## src/hw/rtl/grl_pkg.sv

```systemverilog
// ----------------------------------------------------------------------------
// grl_pkg: shared types and constants of the glyph range lookup block
// Holds the table entry layout, the table access requests, the result
// record and the codes that more than one file uses.
// ----------------------------------------------------------------------------
package grl_pkg;

  localparam int DefMaxRanges = 1024;
  localparam int DefAddrBits  = 24;

  localparam int CountW   = 11;  // range_count register width
  localparam int IndexW   = 10;  // entry_index and range_index field width
  localparam int CpW      = 21;  // code point width
  localparam int BoundW   = 16;
  localparam int WidthW   = 8;
  localparam int OffsetW  = 24;
  localparam int GlyphAW  = 24;  // glyph_address field width
  localparam int RowsLog2 = 4;   // sixteen rows per glyph
  localparam int ProdW    = BoundW + WidthW;
  localparam int FullW    = ProdW + RowsLog2 + 1;
  localparam int TblAddrW = 16;  // covers the largest table depth

  localparam logic OP_LOAD   = 1'b0;
  localparam logic OP_LOOKUP = 1'b1;

  // Word address bit of the configuration port.
  localparam logic REG_RANGE_COUNT = 1'b0;

  typedef struct packed {
    logic [BoundW-1:0]  low;
    logic [BoundW-1:0]  high;
    logic [WidthW-1:0]  width;
    logic [OffsetW-1:0] offset;
  } entry_t;

  typedef struct packed {
    logic                en;
    logic [TblAddrW-1:0] addr;
    entry_t              data;
  } tbl_wr_t;

  typedef struct packed {
    logic                en;
    logic [TblAddrW-1:0] addr;
  } tbl_rd_t;

  typedef struct packed {
    logic               address_overflow;
    logic [GlyphAW-1:0] glyph_address;
    logic [WidthW-1:0]  glyph_width;
    logic [IndexW-1:0]  range_index;
    logic               found;
  } result_t;

endpackage

```

## src/hw/rtl/grl_search.sv

```systemverilog
// ----------------------------------------------------------------------------
// grl_search: binary search sequencer and glyph address unit
// Walks the range table one probe per cycle, then forms the glyph address
// with a registered multiply and a combinational add.
// ----------------------------------------------------------------------------
module grl_search #(
  parameter int MaxRanges = grl_pkg::DefMaxRanges,
  parameter int AddrBits  = grl_pkg::DefAddrBits
) (
  input  logic                         clk_i,
  input  logic                         rst_ni,
  input  logic                         start_i,
  input  logic [grl_pkg::CpW-1:0]      cp_i,
  input  logic [grl_pkg::CountW-1:0]   count_i,
  output logic                         idle_o,
  output grl_pkg::tbl_rd_t             rd_o,
  input  grl_pkg::entry_t              rdata_i,
  output logic                         res_valid_o,
  input  logic                         res_ready_i,
  output grl_pkg::result_t             res_o
);
  import grl_pkg::*;

  localparam int CntW = $clog2(MaxRanges + 1);
  localparam logic [32:0] AddrMask = (33'd1 << AddrBits) - 33'd1;

  localparam logic [1:0] S_IDLE = 2'd0;
  localparam logic [1:0] S_CMP  = 2'd1;
  localparam logic [1:0] S_MUL  = 2'd2;
  localparam logic [1:0] S_FIN  = 2'd3;

  logic [1:0]         state_q, state_d;
  logic [CntW-1:0]    lo_q, lo_d, hi_q, hi_d, mid_q, mid_d;
  logic               miss_q, miss_d;
  logic [CpW-1:0]     cp_q;
  logic [BoundW-1:0]  rel_q, rel_d;
  logic [WidthW-1:0]  width_q, width_d;
  logic [OffsetW-1:0] offset_q, offset_d;
  logic [ProdW-1:0]   prod_q;

  logic [31:0]        cnt32, nsat32, mid32;
  logic [CntW-1:0]    n_c, lo_n, hi_n;
  logic [CntW:0]      span;
  logic               lt, gt;
  logic [FullW-1:0]   full;
  logic [32:0]        full33;

  assign cnt32  = 32'(count_i);
  assign nsat32 = (cnt32 > 32'(MaxRanges)) ? 32'(MaxRanges) : cnt32;
  assign n_c    = nsat32[CntW-1:0];

  assign lt = {{(CpW-BoundW){1'b0}}, rdata_i.low} > cp_q;
  assign gt = cp_q > {{(CpW-BoundW){1'b0}}, rdata_i.high};
  assign lo_n = (!lt && gt) ? (mid_q + CntW'(1)) : lo_q;
  assign hi_n = lt ? mid_q : hi_q;
  assign span = {1'b0, lo_n} + {1'b0, hi_n} - (CntW+1)'(1);

  always_comb begin
    state_d  = state_q;
    lo_d     = lo_q;
    hi_d     = hi_q;
    mid_d    = mid_q;
    miss_d   = miss_q;
    rel_d    = rel_q;
    width_d  = width_q;
    offset_d = offset_q;
    rd_o     = '0;
    unique case (state_q)
      S_IDLE: begin
        if (start_i) begin
          lo_d = '0;
          hi_d = n_c;
          if (n_c == '0) begin
            miss_d  = 1'b1;
            state_d = S_FIN;
          end else begin
            mid_d   = (n_c - CntW'(1)) >> 1;
            rd_o.en = 1'b1;
            rd_o.addr = TblAddrW'(mid_d);
            state_d = S_CMP;
          end
        end
      end
      S_CMP: begin
        if (!lt && !gt) begin
          rel_d    = cp_q[BoundW-1:0] - rdata_i.low;
          width_d  = rdata_i.width;
          offset_d = rdata_i.offset;
          miss_d   = 1'b0;
          state_d  = S_MUL;
        end else begin
          lo_d = lo_n;
          hi_d = hi_n;
          if (lo_n < hi_n) begin
            mid_d     = span[CntW:1];
            rd_o.en   = 1'b1;
            rd_o.addr = TblAddrW'(mid_d);
          end else begin
            miss_d  = 1'b1;
            state_d = S_FIN;
          end
        end
      end
      S_MUL: begin
        state_d = S_FIN;
      end
      S_FIN: begin
        if (res_ready_i) begin
          state_d = S_IDLE;
        end
      end
      default: begin
        state_d = S_IDLE;
      end
    endcase
  end

  always_ff @(posedge clk_i or negedge rst_ni) begin
    if (!rst_ni) begin
      state_q <= S_IDLE;
    end else begin
      state_q <= state_d;
    end
  end

  always_ff @(posedge clk_i) begin
    lo_q     <= lo_d;
    hi_q     <= hi_d;
    mid_q    <= mid_d;
    miss_q   <= miss_d;
    rel_q    <= rel_d;
    width_q  <= width_d;
    offset_q <= offset_d;
    if (state_q == S_IDLE && start_i) begin
      cp_q <= cp_i;
    end
    if (state_q == S_MUL) begin
      prod_q <= rel_q * width_q;
    end
  end

  // Address adder: offset plus product scaled by the sixteen rows of a glyph.
  assign full   = FullW'(offset_q) + FullW'({prod_q, {RowsLog2{1'b0}}});
  assign full33 = 33'(full);
  assign mid32  = 32'(mid_q);

  always_comb begin
    res_o = '0;
    if (!miss_q) begin
      res_o.found            = 1'b1;
      res_o.range_index      = mid32[IndexW-1:0];
      res_o.glyph_width      = width_q;
      res_o.glyph_address    = GlyphAW'(full33 & AddrMask);
      res_o.address_overflow = |(full33 & ~AddrMask);
    end
  end

  assign res_valid_o = (state_q == S_FIN);
  assign idle_o      = (state_q == S_IDLE);

endmodule

```

## config.mk

```make
export PLATFORM = sky130hd
export DESIGN_NAME = grl_search
export DESIGN_NICKNAME = d
export VERILOG_FILES = /design/src/hw/rtl/grl_pkg.sv /design/src/hw/rtl/grl_search.sv
export SDC_FILE = /design/constraint.sdc
export NUM_CORES = 1
export LEC_CHECK = 0
export BUFFER_PORTS_ARGS = -buffer_cell sky130_fd_sc_hd__clkbuf_2
export CAP_MARGIN = 10
export CORE_UTILIZATION = 60
export DETAILED_ROUTE_END_ITERATION = 8
export PLACE_DENSITY = 0.86
export REMOVE_ABC_BUFFERS = 1
export SYNTH_ARGS = -nofsm -noshare
export SYNTH_HDL_FRONTEND = slang
export SYNTH_SLANG_ARGS = --single-unit
```

## constraint.sdc

```tcl
create_clock -name clk_i -period 16.84 [get_ports clk_i]
set_input_delay 2.526 -clock clk_i [delete_from_list [all_inputs] [get_ports clk_i]]
set_output_delay 2.526 -clock clk_i [all_outputs]
set_load 0.005 [all_outputs]
```

After elaboration in Yosys (flattened, before gate mapping)
Index checks and enable logic that the tools add are counted.
{"block": "totals", "word_cells": 76, "in_bits": 100, "out_inout_bits": 63, "register_bits": 129}
{"block": "classes", "n_mux": 31, "add_sub_neg": 6, "order_cmp": 4, "multipliers": 1, "n_eq_ne": 10, "n_reduce_logical": 14}
{"operator": "11-bit 2-to-1 mux", "count": 11}
{"operator": "17-bit 2-to-1 mux", "count": 4}
{"operator": "11-bit one-hot mux with 2 select lines", "count": 3}
{"operator": "44-bit 2-to-1 mux", "count": 1}
{"operator": "17-bit one-hot mux with 2 select lines", "count": 1}
{"operator": "24-bit by 28-bit adder with 29-bit output", "count": 1}
{"operator": "16-bit by 8-bit multiplier with 24-bit output", "count": 1}
{"operator": "16-bit by 21-bit > comparator with 1-bit output", "count": 1}
{"operator": "21-bit by 16-bit > comparator with 1-bit output", "count": 1}
{"operator": "16-bit subtractor", "count": 1}
{"operator": "11-bit by 11-bit adder with 12-bit output", "count": 1}
{"operator": "12-bit by 1-bit subtractor with 12-bit output, second input constant", "count": 1}
{"operator": "11-bit by 1-bit adder with 11-bit output, second input constant", "count": 1}
{"operator": "11-bit > comparator, second input constant", "count": 1}
{"operator": "11-bit zero test", "count": 1}
{"operator": "11-bit < comparator", "count": 1}
{"operator": "11-bit by 1-bit subtractor with 11-bit output, second input constant", "count": 1}
{"operator": "2-bit 2-to-1 mux", "count": 5}
{"operator": "2-bit inequality test, second input constant", "count": 4}
{"operator": "2-bit one-hot mux with 4 select lines", "count": 1}
{"operator": "3-bit AND reduction", "count": 2}
{"operator": "5-bit AND reduction", "count": 1}
{"operator": "5-bit OR reduction", "count": 1}
{"operator": "2-bit equality test, second input constant", "count": 2}
{"operator": "11 further kinds", "count": 18}

Longest topological paths before layout
{"block": "depth", "ltp_word": 9, "ltp_mapped": 25, "depth_no_buf": 24}

Worst setup path before layout
No wires, ideal clock.
{"block": "synth_path", "path_kind": "input to output", "startpoint": "input rdata_i[58] (netlist name)", "endpoint": "output rd_o[9] (netlist name)", "setup_slack_ns": 7.237, "t_arrival_ns": 7.077, "n_path_buf": 1, "required_time_ns": 14.314, "cell_stages": 22, "cell_sequence": "inv_1 ha_1 a21o_1 a21o_1 a2111oi_1 o21ai_1 a21oi_4 nor2b_2 buf_4 mux2i_1 inv_1 ha_1 ha_1 a21o_1 a21o_1 maj3_1 a21oi_1 o21ai_0 a21o_1 a21oi_1 xor2_1 o22ai_1"}
{"item": "start: declaration", "line_no": "grl_search.sv:17", "text": "input grl_pkg::entry_t rdata_i,"}
{"item": "end: declaration", "line_no": "grl_search.sv:16", "text": "output grl_pkg::tbl_rd_t rd_o,"}

==> results_dict.tcl <==
set metrics [dict create \
    status "finished clean" \
    fp.dieH_microns 146.6 \
    grt_busiest_layer "met2" \
    p_leak_nw 6.782 \
    finalSetupViolCount 0 \
    pwr_density_cell_nw_per_um2 138.9 \
    fmax_ghz 0.09122 \
    whs_path_depth 2 \
    tns_ns 0 \
    rows 52 \
    clkLatencyLatePin_ns 0.43 \
    cts_max_path_buffers 2 \
    maxSlewHeadroom_pct 24.01 \
    yosys_warnings 0 \
    grt_max_degree 49 \
    pwr-share-clk_pct 18.7 \
    hold_class "reg2reg" \
    rsz0062_at_grt "no" \
    path_clk_slew_ns 0.06 \
    fin_skew_ns 0.01312 \
    cts_tree "yes" \
    p_seq_share_pct 27.6 \
    io_pins 163 \
    synthFlopType "edfxtp_1" \
    n_fill_cell 1434 \
    drc 0 \
    arrival_ns 8.44 \
    cp-startpoint "rdata_i[58]" \
    n_antenna_cell 0 \
    hold_start "state_q[0]$_DFFE_PN0P_" \
    grt_util_met3_pct 4.563 \
    portBuffers 157 \
    final_util_pct 69.49 \
    worstMarginPinSlew_ns 1.140 \
    ys_seq_area_share_pct 30.79 \
    core_area_sq_um 20360 \
    maxCapViolCount 0 \
    use_met2_pct 45.47 \
    gpl.final_weighted_congestion 0.8800 \
    p_int_mw 1.148 \
    r2r_cells 19 \
    grt_pass1_vias 9608 \
    period_share_pct 65.10 \
    die_area_sq_um 21500 \
    critPathKind "in2out" \
    crit_slowest_cell "nor2b_2" \
    slowest_delay_ns 0.73 \
    p_switching_uw 817.0 \
    cp-start-kind "input port" \
    grt.total_usage_pct 26.07 \
    synth_edf_count 127 \
    period_minus_slack_ns 10.96 \
    drive_gt1_share_pct 14.00 \
    ys_ff_latch 129 \
    p_comb_share_pct 53.7 \
    drt_iter0_drc 435 \
    drv_slew 0 \
    antenna_found_initial 0 \
    path_cells "clkbuf_2 -> inv_1 -> ha_1 -> a21o_1 -> a21o_1 -> a2111oi_1 -> o21ai_1 -> a21oi_4 -> nor2b_2 -> mux2i_1 -> inv_1 -> ha_1 -> a21o_1 -> a21o_1 -> a21oi_1 -> o221ai_1 -> inv_1 -> nand4_1 -> o22ai_2 -> o2111ai_1 -> o22ai_1 -> clkbuf_2" \
    vdd_drop_max_mv 0.1310 \
    end_kind "primary output" \
    clock_sinks 129 \
    grt_first_pass_wirelength_mm 44.81 \
    htreeDepth 4 \
    root_buffer "clkbuf_16" \
    syn2layout_area_growth_pct 12.78 \
    synthTopCellsByCount "inv_1 (190), ha_1 (147), edfxtp_1 (127)" \
    synth_top_area_share_pct 30.39 \
    rrSetupSlack_ns 10.55 \
    hold_viol 0 \
    syn_avg_cell_area_sq_um 9.765 \
    worstPathRequired_ns 14.31 \
    regArea_sq_um 3864 \
    drt-total-wl_mm 26.59 \
    multi_input_comb_area_sq_um 7838 \
    yosys-top-cells-area "edfxtp_1 (30%), ha_1 (15%), fa_1 (14%)" \
    cts_resized 0 \
    synth_area_leader_cell "edfxtp_1" \
    final_area_sq_um 14150 \
    grt-ovfl-total 0 \
    crit_top_cell "a21o_1" \
    met1_usage_pct 32.52 \
    netlist_area_sq_um 12550 \
    routedWlPerCell_microns 15.46 \
    via_per_inst 5.592 \
    netlist-cell-type-count 65 \
    synthCells 1285 \
    dpl_cell_area_sq_um 13570 \
    cts_setup_buffers 0 \
    ant_nets 0 \
    swShare_pct 41.57 \
    synth.most_common_cell "inv_1" \
    reg2reg_from "cp_q[10]$_DFFE_PP_" \
    drtPass1Iterations 5 \
    route.vias.total 9619 \
    start_util_pct 61.62 \
    dp_hpwl_mm 20.09 \
    fin_nets 1771 \
    ctsHoldBuffers 0 \
    cts_buffers 17 \
    die_w_microns 146.6 \
    cp_max_fo 18 \
    async_reset_ff_share_pct 1.550 \
]
[final cells by class]
type | instances | area share, %
flip-flops and latches | 129 | 27.30
clock buffers | 18 | 3.032
multi-input cells | 938 | 55.38
well taps | 270 | 2.387
clock inverters | 14 | 1.096
repair buffers | 161 | 5.764
inverters | 190 | 5.039
[registers in the layout, indices dropped and copies added, names as in the netlist]
signal / cells
miss_q: 1
offset_q: 24
hi_q: 11
rel_q: 16
width_q: 8
state_q: 2
lo_q: 11
cp_q: 21
prod_q: 24
mid_q: 11
[per-layer routing]
layer	vias to the layer above	share of wire (%)
li1	4649	-
met1	4541	42
met2	375	50
met3	54	6.0
met4	0	1.9
met5	-	0
[final timing paths]
check,to
worst max register to register,miss_q$_SDFFCE_PN1P_
worst max-delay path,rd_o[3]
worst min-delay path,state_q[0]$_DFFE_PN0P_
max in group asynchronous,state_q[0]$_DFFE_PN0P_
worst min register to register,state_q[0]$_DFFE_PN0P_
min in group asynchronous,state_q[1]$_DFFE_PN0P_
[stage by stage]
step	cells	hold WS, ns	setup WS, ns	power [mW]
final	1720	0.6406	5.878	1.965
after global routing	1720	0.6420	5.469	2.113
after CTS	1720	0.6269	5.923	1.960
after detailed placement	1688	0.6213	5.921	1.567
after global placement	1688	0.6291	6.134	1.542
after floorplan	1257	0.5739	6.854	1.297
[layout by cell type (no fill, tap or decap), types with 3 or more instances in the layout]
master	n
or3_1	7
o21bai_1	6
o211ai_1	3
o22ai_1	10
a31oi_1	5
o31ai_1	3
nand2_1	103
o21ai_1	3
nand4_1	5
conb_1	5
nor2b_1	50
clkinvlp_4	3
o21ai_0	36
inv_6	4
a21o_1	26
or2_2	4
edfxtp_1	127
buf_4	4
o41ai_1	3
a21oi_1	60
fa_1	87
nor4_1	4
nor3_1	22
a221oi_1	4
and3_1	10
o21a_1	8
inv_1	189
xnor2_1	48
o2111ai_1	3
nand3_1	31
xor2_1	20
nor2_1	72
a21boi_0	3
clkbuf_2	157
mux2i_1	34
ha_1	147
nand2b_1	6
and2_1	69
clkbuf_16	17
a211oi_1	13
[critical path, delay by kind of cell]
family,cells,cell delay [ns]
AO/OA/AOI/OAI,12,3.40
AND/OR/NAND/NOR,2,0.84
buffers and inverters,5,0.50
multiplexers,1,0.39
adder cells (fa/ha/maj),2,0.77
[power groups by stage]
stage	logic, mW	registers, mW	clock network (mW)
finish	1.05	0.543	0.368
detailed placement	1.02	0.545	0
global route	1.18	0.551	0.383
CTS	1.05	0.542	0.372
floorplan	0.770	0.527	0
global placement	0.998	0.543	0
[logic make-up after synthesis]
group                      Yosys count  share of synthesized area, %
other                                1                       0.02988
DFF                                129                         30.79
buffers and inverters              222                         6.870
and+or+nand+nor                    391                         15.59
xor gates and xnor gates            68                         4.746
adders and majority gates          235                         28.62
muxes                               34                         2.712
AOI/OAI and AO/OA                  205                         10.64
No activity file was read; power rests on OpenSTA's default activity.
